## config.mk

```make
export PLATFORM = sky130hd
export DESIGN_NAME = frame_delay_line_overflow_decimator_flat
export DESIGN_NICKNAME = d
export VERILOG_FILES = /design/src/hdl/fdl_pkg.sv /design/src/hdl/fdl_if.sv /design/src/hdl/fdl_store.sv /design/src/hdl/fdl_cfg.sv /design/src/hdl/frame_delay_line_overflow_decimator.sv /design/src/flat_wrapper.sv
export VERILOG_INCLUDE_DIRS = /design/src /design/src/hdl
export SDC_FILE = /design/constraint.sdc
export NUM_CORES = 2
export LEC_CHECK = 0
export ABC_CLOCK_PERIOD_IN_PS = 10200
export BUFFER_PORTS_ARGS = -buffer_cell sky130_fd_sc_hd__buf_4
export CORE_UTILIZATION = 39
export DETAILED_ROUTE_END_ITERATION = 12
export GPL_TIMING_DRIVEN = 1
export PLACE_DENSITY = 0.62
export SYNTH_ARGS = -nofsm -noshare
export SYNTH_HDL_FRONTEND = slang
export SYNTH_SLANG_ARGS = --single-unit
```

## constraint.sdc

```tcl
create_clock -name clk -period 10.2 [get_ports clk]
set_input_delay 0.51 -clock clk [delete_from_list [all_inputs] [get_ports clk]]
set_output_delay 0.51 -clock clk [all_outputs]
set_load 0.1 [all_outputs]
```

## src/hdl/frame_delay_line_overflow_decimator_defines.svh

```systemverilog
// Assertion macros for the frame delay line.
// Depends on signals clk and arst_n in the scope of use.
`ifndef FRAME_DELAY_LINE_OVERFLOW_DECIMATOR_DEFINES_SVH
`define FRAME_DELAY_LINE_OVERFLOW_DECIMATOR_DEFINES_SVH

// same-cycle implication
`define FDL_ASSERT_NOW(lbl, ante, cons, msg) \
	lbl: assert property (@(posedge clk) disable iff (!arst_n) (ante) |-> (cons)) \
		else $error(msg);

// next-cycle implication
`define FDL_ASSERT_NEXT(lbl, ante, cons, msg) \
	lbl: assert property (@(posedge clk) disable iff (!arst_n) (ante) |=> (cons)) \
		else $error(msg);

`endif

```

## src/hdl/fdl_pkg.sv

```systemverilog
// Shared constants and types for the frame delay line.
// No dependencies.
`timescale 1ns / 1ps

package fdl_pkg;

	localparam int DEPTH   = 16;
	localparam int ADDR_W  = (DEPTH > 1) ? $clog2(DEPTH) : 1;
	localparam int FILL_W  = $clog2(DEPTH + 1);

	localparam int OP_W    = 2;
	localparam int ID_W    = 29;
	localparam int LEN_W   = 4;
	localparam int PAY_W   = 64;
	localparam int REG_W   = 16;
	localparam int CIDX_W  = 2;

	localparam logic [OP_W-1:0] OP_PUSH = 2'd0;
	localparam logic [OP_W-1:0] OP_ARM  = 2'd1;
	localparam logic [OP_W-1:0] OP_TICK = 2'd2;

	localparam logic [CIDX_W-1:0] REG_DEFAULT_DIV = 2'd0;
	localparam logic [CIDX_W-1:0] REG_FAST_DIV    = 2'd1;
	localparam logic [CIDX_W-1:0] REG_TIMER_LOAD  = 2'd2;

	localparam logic [REG_W-1:0] RST_DEFAULT_DIV = 16'd8;
	localparam logic [REG_W-1:0] RST_FAST_DIV    = 16'd1;
	localparam logic [REG_W-1:0] RST_TIMER_LOAD  = 16'd1000;

	typedef struct packed {
		logic [ID_W-1:0]  id;
		logic [LEN_W-1:0] len;
		logic [PAY_W-1:0] payload;
	} entry_t;

	typedef struct packed {
		logic            accept;
		logic [OP_W-1:0] op;
	} txn_t;

endpackage

```

## src/hdl/fdl_if.sv

```systemverilog
// Channel interfaces: input item, result item and register write.
// Depends on fdl_pkg.
`timescale 1ns / 1ps

interface fdl_in_if;
	logic                        valid;
	logic                        ready;
	logic [fdl_pkg::OP_W-1:0]    op;
	logic [fdl_pkg::ID_W-1:0]    frame_id;
	logic [fdl_pkg::LEN_W-1:0]   frame_len;
	logic [fdl_pkg::PAY_W-1:0]   frame_payload;
	modport source (output valid, op, frame_id, frame_len, frame_payload, input ready);
	modport sink (input valid, op, frame_id, frame_len, frame_payload, output ready);
endinterface

interface fdl_out_if;
	logic                        valid;
	logic                        ready;
	logic                        evicted_valid;
	logic                        send_flag;
	logic [fdl_pkg::ID_W-1:0]    evicted_id;
	logic [fdl_pkg::LEN_W-1:0]   evicted_len;
	logic [fdl_pkg::PAY_W-1:0]   evicted_payload;
	modport source (output valid, evicted_valid, send_flag, evicted_id, evicted_len,
		evicted_payload, input ready);
	modport sink (input valid, evicted_valid, send_flag, evicted_id, evicted_len,
		evicted_payload, output ready);
endinterface

interface fdl_cfg_if;
	logic                        valid;
	logic                        ready;
	logic [fdl_pkg::CIDX_W-1:0]  index;
	logic [fdl_pkg::REG_W-1:0]   data;
	modport source (output valid, index, data, input ready);
	modport sink (input valid, index, data, output ready);
endinterface

```

## src/hdl/fdl_store.sv

```systemverilog
// Ring store of frames with fill count and registered read of the oldest slot.
// Depends on fdl_pkg.
`timescale 1ns / 1ps

module fdl_store (
	input  logic             clk,
	input  logic             arst_n,
	input  fdl_pkg::txn_t    txn,
	input  fdl_pkg::entry_t  wr_entry,
	output logic             evicted,
	output fdl_pkg::entry_t  rd_entry
);
	import fdl_pkg::*;

	entry_t              mem [DEPTH];
	entry_t              rd_q;
	logic [ADDR_W-1:0]   slot_q;
	logic [FILL_W-1:0]   fill_q;
	logic                push;

	assign push     = txn.accept && (txn.op == OP_PUSH);
	assign evicted  = (fill_q == FILL_W'(DEPTH));
	assign rd_entry = rd_q;

	always_ff @(posedge clk) begin
		if (push) begin
			rd_q <= mem[slot_q];
			mem[slot_q] <= wr_entry;
		end
	end

	always_ff @(posedge clk or negedge arst_n) begin
		if (!arst_n) begin
			slot_q <= '0;
			fill_q <= '0;
		end else if (push) begin
			slot_q <= (slot_q == ADDR_W'(DEPTH - 1)) ? '0 : slot_q + ADDR_W'(1);
			if (!evicted) begin
				fill_q <= fill_q + FILL_W'(1);
			end
		end
	end

endmodule

```

## src/hdl/fdl_cfg.sv

```systemverilog
// Configuration registers, countdown timer and eviction divider.
// Depends on fdl_pkg and fdl_cfg_if.
`timescale 1ns / 1ps

module fdl_cfg (
	input  logic           clk,
	input  logic           arst_n,
	fdl_cfg_if.sink        cfg,
	input  fdl_pkg::txn_t  txn,
	input  logic           evicted,
	output logic           send
);
	import fdl_pkg::*;

	logic [REG_W-1:0] default_div_q;
	logic [REG_W-1:0] fast_div_q;
	logic [REG_W-1:0] timer_load_q;
	logic [REG_W-1:0] evict_cnt_q;
	logic [REG_W-1:0] countdown_q;
	logic [REG_W-1:0] divider;
	logic [REG_W-1:0] cnt_inc;
	logic             count_en;

	assign cfg.ready = 1'b1;
	assign divider   = (countdown_q != '0) ? fast_div_q : default_div_q;
	assign cnt_inc   = evict_cnt_q + REG_W'(1);
	assign count_en  = txn.accept && (txn.op == OP_PUSH) && evicted && (divider != '0);
	assign send      = count_en && (cnt_inc >= divider);

	always_ff @(posedge clk or negedge arst_n) begin
		if (!arst_n) begin
			default_div_q <= RST_DEFAULT_DIV;
			fast_div_q    <= RST_FAST_DIV;
			timer_load_q  <= RST_TIMER_LOAD;
		end else if (cfg.valid) begin
			case (cfg.index)
				REG_DEFAULT_DIV: default_div_q <= cfg.data;
				REG_FAST_DIV:    fast_div_q    <= cfg.data;
				REG_TIMER_LOAD:  timer_load_q  <= cfg.data;
				default: ;
			endcase
		end
	end

	always_ff @(posedge clk or negedge arst_n) begin
		if (!arst_n) begin
			evict_cnt_q <= '0;
			countdown_q <= '0;
		end else if (txn.accept) begin
			if (count_en) begin
				evict_cnt_q <= send ? '0 : cnt_inc;
			end
			if (txn.op == OP_ARM) begin
				countdown_q <= timer_load_q;
			end else if (txn.op == OP_TICK && countdown_q != '0) begin
				countdown_q <= countdown_q - REG_W'(1);
			end
		end
	end

endmodule

```

## src/hdl/frame_delay_line_overflow_decimator.sv

```systemverilog
// Frame delay line with overflow decimation. Takes one transaction per clock while
// the result channel does not stall, and returns exactly one result per transaction:
// the registered read of the oldest ring slot comes first, then the result
// register. A full ring evicts its oldest frame on every push; evictions are
// decimated by the active divider into send_flag. Register writes take effect
// at once and are never stalled.
`timescale 1ns / 1ps
`include "frame_delay_line_overflow_decimator_defines.svh"

module frame_delay_line_overflow_decimator (
	input  logic       clk,
	input  logic       arst_n,
	fdl_in_if.sink     frame_in,
	fdl_out_if.source  result_out,
	fdl_cfg_if.sink    cfg
);
	import fdl_pkg::*;

	txn_t              txn;
	entry_t            wr_entry;
	entry_t            rd_entry;
	logic              evicted;
	logic              send;
	logic              advance;
	logic              valid_s1;
	logic              evicted_s1;
	logic              send_s1;
	logic              out_valid_q;
	logic              out_evicted_q;
	logic              out_send_q;
	logic [ID_W-1:0]   out_id_q;
	logic [LEN_W-1:0]  out_len_q;
	logic [PAY_W-1:0]  out_pay_q;

	assign advance        = valid_s1 && (!out_valid_q || result_out.ready);
	assign frame_in.ready = !valid_s1 || advance;
	assign txn.accept     = frame_in.valid && frame_in.ready;
	assign txn.op         = frame_in.op;
	assign wr_entry.id      = frame_in.frame_id;
	assign wr_entry.len     = frame_in.frame_len;
	assign wr_entry.payload = frame_in.frame_payload;

	fdl_store u_store (
		.clk      (clk),
		.arst_n   (arst_n),
		.txn      (txn),
		.wr_entry (wr_entry),
		.evicted  (evicted),
		.rd_entry (rd_entry)
	);

	fdl_cfg u_cfg (
		.clk     (clk),
		.arst_n  (arst_n),
		.cfg     (cfg),
		.txn     (txn),
		.evicted (evicted),
		.send    (send)
	);

	always_ff @(posedge clk or negedge arst_n) begin
		if (!arst_n) begin
			valid_s1   <= 1'b0;
			evicted_s1 <= 1'b0;
			send_s1    <= 1'b0;
		end else if (frame_in.ready) begin
			valid_s1   <= frame_in.valid;
			evicted_s1 <= txn.accept && (txn.op == OP_PUSH) && evicted;
			send_s1    <= send;
		end
	end

	always_ff @(posedge clk or negedge arst_n) begin
		if (!arst_n) begin
			out_valid_q <= 1'b0;
		end else if (advance) begin
			out_valid_q <= 1'b1;
		end else if (result_out.ready) begin
			out_valid_q <= 1'b0;
		end
	end

	always_ff @(posedge clk) begin
		if (advance) begin
			out_evicted_q <= evicted_s1;
			out_send_q    <= send_s1;
			out_id_q      <= evicted_s1 ? rd_entry.id : '0;
			out_len_q     <= evicted_s1 ? rd_entry.len : '0;
			out_pay_q     <= evicted_s1 ? rd_entry.payload : '0;
		end
	end

	assign result_out.valid           = out_valid_q;
	assign result_out.evicted_valid   = out_evicted_q;
	assign result_out.send_flag       = out_send_q;
	assign result_out.evicted_id      = out_id_q;
	assign result_out.evicted_len     = out_len_q;
	assign result_out.evicted_payload = out_pay_q;

	`FDL_ASSERT_NOW(a_send_needs_evict, result_out.valid && result_out.send_flag, result_out.evicted_valid, "send_flag without eviction")
	`FDL_ASSERT_NOW(a_zero_result, result_out.valid && !result_out.evicted_valid, result_out.evicted_id == '0 && result_out.evicted_len == '0 && result_out.evicted_payload == '0, "nonzero fields without eviction")
	`FDL_ASSERT_NOW(a_stall_only_full, !frame_in.ready, valid_s1 && out_valid_q, "input stalled with a free stage")
	`FDL_ASSERT_NEXT(a_s1_hold, valid_s1 && !advance, valid_s1, "stage one lost while stalled")

endmodule

```

## src/flat_wrapper.sv

```systemverilog
// flat-port wrapper written by rule: the top's interface ports become plain ports
module frame_delay_line_overflow_decimator_flat import fdl_pkg::*;
  (clk, arst_n, frame_in_valid, frame_in_op, frame_in_frame_id, frame_in_frame_len, frame_in_frame_payload, frame_in_ready, result_out_valid, result_out_evicted_valid, result_out_send_flag, result_out_evicted_id, result_out_evicted_len, result_out_evicted_payload, result_out_ready, cfg_valid, cfg_index, cfg_data, cfg_ready);
  fdl_in_if frame_in_i ();
  fdl_out_if result_out_i ();
  fdl_cfg_if cfg_i ();
  input  logic clk;
  input  logic arst_n;
  input wire logic [$bits(frame_in_i.valid)-1:0] frame_in_valid;
  input wire logic [$bits(frame_in_i.op)-1:0] frame_in_op;
  input wire logic [$bits(frame_in_i.frame_id)-1:0] frame_in_frame_id;
  input wire logic [$bits(frame_in_i.frame_len)-1:0] frame_in_frame_len;
  input wire logic [$bits(frame_in_i.frame_payload)-1:0] frame_in_frame_payload;
  output wire logic [$bits(frame_in_i.ready)-1:0] frame_in_ready;
  output wire logic [$bits(result_out_i.valid)-1:0] result_out_valid;
  output wire logic [$bits(result_out_i.evicted_valid)-1:0] result_out_evicted_valid;
  output wire logic [$bits(result_out_i.send_flag)-1:0] result_out_send_flag;
  output wire logic [$bits(result_out_i.evicted_id)-1:0] result_out_evicted_id;
  output wire logic [$bits(result_out_i.evicted_len)-1:0] result_out_evicted_len;
  output wire logic [$bits(result_out_i.evicted_payload)-1:0] result_out_evicted_payload;
  input wire logic [$bits(result_out_i.ready)-1:0] result_out_ready;
  input wire logic [$bits(cfg_i.valid)-1:0] cfg_valid;
  input wire logic [$bits(cfg_i.index)-1:0] cfg_index;
  input wire logic [$bits(cfg_i.data)-1:0] cfg_data;
  output wire logic [$bits(cfg_i.ready)-1:0] cfg_ready;
  assign frame_in_i.valid = frame_in_valid;
  assign frame_in_i.op = frame_in_op;
  assign frame_in_i.frame_id = frame_in_frame_id;
  assign frame_in_i.frame_len = frame_in_frame_len;
  assign frame_in_i.frame_payload = frame_in_frame_payload;
  assign frame_in_ready = frame_in_i.ready;
  assign result_out_valid = result_out_i.valid;
  assign result_out_evicted_valid = result_out_i.evicted_valid;
  assign result_out_send_flag = result_out_i.send_flag;
  assign result_out_evicted_id = result_out_i.evicted_id;
  assign result_out_evicted_len = result_out_i.evicted_len;
  assign result_out_evicted_payload = result_out_i.evicted_payload;
  assign result_out_i.ready = result_out_ready;
  assign cfg_i.valid = cfg_valid;
  assign cfg_i.index = cfg_index;
  assign cfg_i.data = cfg_data;
  assign cfg_ready = cfg_i.ready;
  frame_delay_line_overflow_decimator u_core (.clk(clk), .arst_n(arst_n), .frame_in(frame_in_i), .result_out(result_out_i), .cfg(cfg_i));
endmodule
```

After elaboration in Yosys (flattened, before gate mapping)
Memories as Yosys holds them, arrays and structs flattened. A register that Yosys moved wholly into a read port is not among the register bits.
Index checks and enable logic that the tools add are counted.
{"block": "word_totals", "reg_bits": 192, "latchBits": 0, "ramBits": 1552, "rom_bits": 0, "input_bits": 122, "out_inout_bits": 102, "wordCells": 61, "mem_count": 1}
{"memory": "u_core.u_store.mem", "depth": 16, "width": 97, "read_ports": 1, "rd_ports_with_merged_regs": 1, "wr": 1, "line_no": "fdl_store.sv:15", "text": "entry_t mem [DEPTH];"}
{"block": "classes", "addsub": 4, "mul": 0, "div_mod_pow": 0, "magnitude_cmp": 1, "eq_ne": 6, "shift": 0, "mux": 9, "bitwise_logic": 1, "n_reduce_logical": 23}
{"cell": "$mux W16", "count": 4}
{"cell": "$reduce_bool A16 Y1", "count": 2}
{"cell": "$add A16 B1 Y16 const B", "count": 1}
{"cell": "$ge A16 B16 Y1", "count": 1}
{"cell": "$sub A16 B1 Y16 const B", "count": 1}
{"cell": "$reduce_and A2 Y1", "count": 6}
{"cell": "$logic_and A1 B1 Y1", "count": 7}
{"cell": "$add A5 B1 Y5 const B", "count": 1}
{"cell": "$eq A5 B5 Y1 const B", "count": 1}
{"cell": "$add A4 B1 Y4 const B", "count": 1}
{"cell": "$eq A2 B1 Y1 const B", "count": 2}
{"cell": "$eq A2 B2 Y1 const B", "count": 2}
{"cell": "$eq A4 B4 Y1 const B", "count": 1}
{"cell": "$logic_not A2 Y1", "count": 2}
{"cell": "$mux W1", "count": 4}
{"cell": "$mux W4", "count": 1}
{"cell": "$reduce_bool A2 Y1", "count": 2}
{"cell": "$logic_not A1 Y1", "count": 2}
{"cell": "$logic_or A1 B1 Y1", "count": 2}
{"cell": "$not A1 Y1", "count": 1}

Longest topological paths before layout
{"block": "depth", "ltp_word": 10, "depth_mapped": 14, "ltp_nobuf": 12}

Hierarchy
From an unflattened synthesis, not the netlist that was laid out.
{"block": "hier_totals", "cells_unflattened": 3158, "area_unflattened_um2": 69735.6}
{"module": "fdl_store", "n_inst": 1, "cells_each": 2531, "area_each_um2": 61506.5}
{"module": "fdl_cfg", "n_inst": 1, "cells_each": 408, "area_each_um2": 4396.7}
{"module": "frame_delay_line_overflow_decimator", "n_inst": 1, "cells_each": 219, "area_each_um2": 3832.4}

Least setup slack after synthesis
No wires, ideal clock.
{"block": "synth_timing", "kind": "reg2reg", "start": "register u_core.out_valid_q, in the netlist u_core.result_out.valid", "end": "memory u_core.u_store.mem[12][0] in the netlist's numbering (enable)", "setup_time_ps": 464, "arrival_ps": 6955, "required_ps": 9736, "slack_ps": 2781, "path_stages_with_launch": 5, "path_cell_list": "dfrtp_1 -> and3b_1 -> nor3_1 -> clkbuf_1 -> and4_1"}
{"block": "synth_between", "elab_chain_cells": 8}
{"element": "start, declared", "line_no": "frame_delay_line_overflow_decimator.sv:28", "text": "logic out_valid_q;"}
{"element": "start signal, assigned", "line_no": "frame_delay_line_overflow_decimator.sv:75", "text": "out_valid_q <= 1'b0;"}
{"element": "start signal, assigned", "line_no": "frame_delay_line_overflow_decimator.sv:77", "text": "out_valid_q <= 1'b1;"}
{"element": "start signal, assigned", "line_no": "frame_delay_line_overflow_decimator.sv:79", "text": "out_valid_q <= 1'b0;"}
{"element": "$logic_not A1 Y1", "line_no": "frame_delay_line_overflow_decimator.sv:35", "text": "assign advance = valid_s1 && (!out_valid_q || result_out.ready);"}
{"element": "$logic_or A1 B1 Y1", "line_no": "frame_delay_line_overflow_decimator.sv:35"}
{"element": "$logic_and A1 B1 Y1", "line_no": "frame_delay_line_overflow_decimator.sv:35"}
{"element": "$logic_or A1 B1 Y1", "line_no": "frame_delay_line_overflow_decimator.sv:36", "text": "assign frame_in.ready = !valid_s1 || advance;"}
{"element": "$logic_and A1 B1 Y1", "line_no": "frame_delay_line_overflow_decimator.sv:37", "text": "assign txn.accept = frame_in.valid && frame_in.ready;"}
{"element": "$logic_and A1 B1 Y1", "line_no": "fdl_store.sv:21", "text": "assign push = txn.accept && (txn.op == OP_PUSH);"}
{"element": "via u_core.u_store.push", "line_no": "fdl_store.sv:19", "text": "logic push;"}
{"element": "$mux W1", "line_no": "fdl_store.sv:26", "text": "if (push) begin"}
{"element": "$mux W1 (implied by the code)", "line_no": "fdl_store.sv:28", "text": "mem[slot_q] <= wr_entry;"}
{"element": "end, declared", "line_no": "fdl_store.sv:15"}
The timed path passes the listed nets, and every way through them passes these cells.

Worst setup path in the final report
{"block": "layout_timing", "start": "register u_core.u_store.slot_q[2]", "end": "memory u_core.u_store.mem[4][50] in the netlist's numbering (enable)"}
{"element": "start, declared", "line_no": "fdl_store.sv:17", "text": "logic [ADDR_W-1:0] slot_q;"}
{"element": "start signal, assigned", "line_no": "fdl_store.sv:37", "text": "slot_q <= (slot_q == ADDR_W'(DEPTH - 1)) ? '0 : slot_q + ADDR_W'(1);"}
Straight into the memory's write port.

==> results.json <==
{
  "outcome": "completed",
  "final-setup-viol-count": 0,
  "cp_common_cell": "buf_4",
  "port_buffers": 222,
  "tightest_slew_ps": 1140,
  "grt_max_degree": 160,
  "start_util_pct": 39.4,
  "synth-seq-cells": 1841,
  "worstRegToRegCells": 6,
  "area_growth_pct": 16.8,
  "syn_area_per_cell_sq_um": 23.8,
  "synth_edf_count": 1748,
  "cpPeakStageDelay_ps": 890,
  "crit_type": "reg2reg",
  "synth_nets": 3072,
  "worstPathArrival_ps": 5040,
  "first_iter_violations": 2757,
  "relSlewSlack_pct": 23.7,
  "die-area_sq_um": 180000,
  "drc": 0,
  "die_h_um": 425,
  "wl_per_cell_um": 26.8,
  "total_leakage_power_nw": 26.0,
  "place.gp.congestion": 0.747,
  "synth_flop_cell": "edfxtp_1",
  "whs_endpoint": "u_core.evicted_s1",
  "ir_worst_vdd_v": 0.000416,
  "clkLatencyLatePin_ps": 840,
  "power_density_nw_per_um2": 242,
  "finalHoldViolations": 0,
  "antenna_found_initial": 29,
  "reg2reg_to": "u_core.u_store.mem[4][50]",
  "synthCells": 2925,
  "clk_pin_slew_worst_paths_ps": 60,
  "grt_first_pass_wirelength_um": 229000,
  "finalCritPeriodShare_pct": 45.3,
  "hold_start": "frame_in_op[0]",
  "max_freq_mhz": 217,
  "clock_path_buffers": 3,
  "synth.distinct_cells": 63,
  "io_pins": 224,
  "required_ps": 10630,
  "synthArstFlopShare_pct": 5.05,
  "ff2ff_setup_slack_ps": 5580,
  "timing.max_cap.violations": 0,
  "firstDrtPassIters": 5,
  "vias": 31700,
  "ctsRootBufferMaster": "clkbuf_16",
  "grt_pass1_vias": 33200,
  "hold_depth": 3,
  "place_area_sq_um": 74200,
  "viasPerCell": 5.40,
  "htreeDepth": 4,
  "endpoint_kind": "flip-flop",
  "slew_viol_final": 0,
  "drt_wl_total_um": 157000,
  "fin_skew_ps": 70.4,
  "dp_hpwl_um": 82700,
  "worstSetupStartpointType": "flip-flop",
  "netlist_area_sq_um": 69700,
  "fillers": 14500,
  "grt-ovfl-total": 0,
  "rsz0062_at_grt": "no",
  "grt_use_total_pct": 17.5,
  "tritoncts": "yes",
  "core_area_sq_um": 177000,
  "fin_setup_tns_ps": 0,
  "cp_max_fo": 40,
  "period_needed_ps": 4620,
  "ys_seq_area_share_pct": 78.7,
  "layout.nets": 3505,
  "cts_buffers": 186,
  "drive_gt1_share_pct": 31.3,
  "r2r-start": "u_core.u_store.slot_q[2]",
  "die_w_um": 425,
  "antenna_left": 0,
  "hold_class": "in2reg",
  "slowest_stage": "dfrtp_4",
  "crit_chain": "buf_4 > nand2_1 > nor2_1 > and2_4 > buf_4 > buf_4",
  "rows": 154,
  "yosysWarningCount": 0,
  "fin_area_sq_um": 81400,
  "cts.sinks": 1841
}
## per-layer routing
metal	global-route usage [%]	wire length, um	part of all wire [%]	vias to the layer above
met1	23.5	65400	42	17200
met2	29.4	79900	51	941
li1	-	-	-	13300
met5	0	97	0.062	-
met4	4.42	3150	2.0	16
met3	3.08	8750	5.6	240
## logic make-up (layout without fill, tap and decap cells)
| logic type | count (synthesis) | in the layout | synth area share [%] |
|---|---|---|---|
| flip-flops | 1841 | 1841 | 78.7 |
| AND/OR/NAND/NOR | 248 | 248 | 2.13 |
| other | 1 | 13 | 0.00538 |
| XOR/XNOR | 20 | 20 | 0.251 |
| multiplexers | 552 | 552 | 16.7 |
| adder cells (fa/ha/maj) | 25 | 25 | 0.449 |
| buffers and inverters | 150 | 738 | 0.926 |
| AO/OA/AOI/OAI | 88 | 88 | 0.840 |
## power breakdown
group | switching [mW] | internal (mW)
clock network | 2.93 | 3.82
logic | 1.92 | 2.08
registers | 0.264 | 8.67
## stage by stage
stage               utilization [%]  instances  total power [mW]  setup slack [ps]  hold slack [ps]
finish                         46.0       5865              19.7              5580              164
global route                   46.0       5859              20.4              5270              136
CTS                            46.0       5853              19.9              5510             94.3
detailed placement             41.9       5394              13.2              5510              466
global placement               41.9       5394              13.1              5520              461
floorplan                         -       2925              12.1              2780              214
## flip-flops by register name (all words and copies together) (netlist names), 4 cells and up
register and flops:
u_core.u_cfg.countdown_q 16, u_core.result_out.evicted_payload 64, u_core.result_out.evicted_id 29, u_core.u_store.fill_q 5, u_core.u_cfg.default_div_q 16, u_core.u_store.rd_entry 97, u_core.u_cfg.fast_div_q 16, u_core.u_store.mem 1552
u_core.result_out.evicted_len 4, u_core.u_cfg.evict_cnt_q 16, u_core.u_cfg.timer_load_q 16, u_core.u_store.slot_q 4
## synthesized netlist by cell type, drive strengths merged (18+ instances only)
cell type	n	area, sq um
dfrtp	85	2130
mux4	485	10900
mux2	52	589
clkbuf	88	330
nand2	21	78.8
and2	110	688
o21ai	24	120
ha	25	313
buf	54	285
a21oi	18	90.1
nor2	33	139
edfxtp	1748	52500
## cell usage in the layout, fill, tap and decap left out, drive strengths merged, types with 12 or more instances in the layout
master       count
edfxtp        1748
mux4           485
buf            271
clkbuf         229
dlygate4sd3    116
and2           110
clkinv          90
dfrtp           85
mux2            52
nor2            33
ha              25
o21ai           24
nand2           21
a21oi           18
bufinv          17
xnor2           15
mux2i           15
inv             14
nand3           13
nor4            13
diode           12
nor3            12
## worst max path at each step
| stage | slack, ps | cells after the start | to | startpoint |
|---|---|---|---|---|
| 3_3_place_gp | 5520 | 9 | u_core.u_store.mem[4][31] | result_out_ready |
| 3_5_place_dp | 5510 | 9 | u_core.u_store.mem[4][45] | result_out_ready |
| 6_report | 5580 | 6 | u_core.u_store.mem[4][50] | u_core.u_store.slot_q[2] |
| 5_1_grt | 5270 | 5 | u_core.u_store.rd_entry[16] | u_core.u_store.slot_q[0] |
| 4_1_cts | 5510 | 6 | u_core.u_store.mem[5][71] | u_core.u_store.slot_q[2] |
| 2_1_floorplan | 2780 | 4 | u_core.u_store.mem[12][0] | u_core.result_out.valid |
## critical path: cells and delay by family, from the launching register on
kind	cells	cell delay, ps
buf+inv	3	2150
flops	1	890
simple gates	3	1060
## repair_timing
| action | 4_1_cts | 5_1_grt |
|---|---|---|
| setup endpoints to repair | 0 | 0 |
| gates resized for setup | 0 | 0 |
| hold buffers | 116 | 0 |
| hold endpoints to repair | 1641 | 0 |
| setup buffers | 0 | 0 |
## area by class of cell
type | count | area (sq um) | area share, %
timing repair buffer | 387 | 3250 | 3.99
tap | 2340 | 2930 | 3.60
multi-input combinational | 934 | 14300 | 17.5
sequential | 1841 | 54800 | 67.4
inverter | 8 | 30.0 | 0.0369
clock buffer | 229 | 4830 | 5.93
antenna | 12 | 30.0 | 0.0369
clock inverter | 114 | 1220 | 1.50
(Power assumes the default switching activity.)
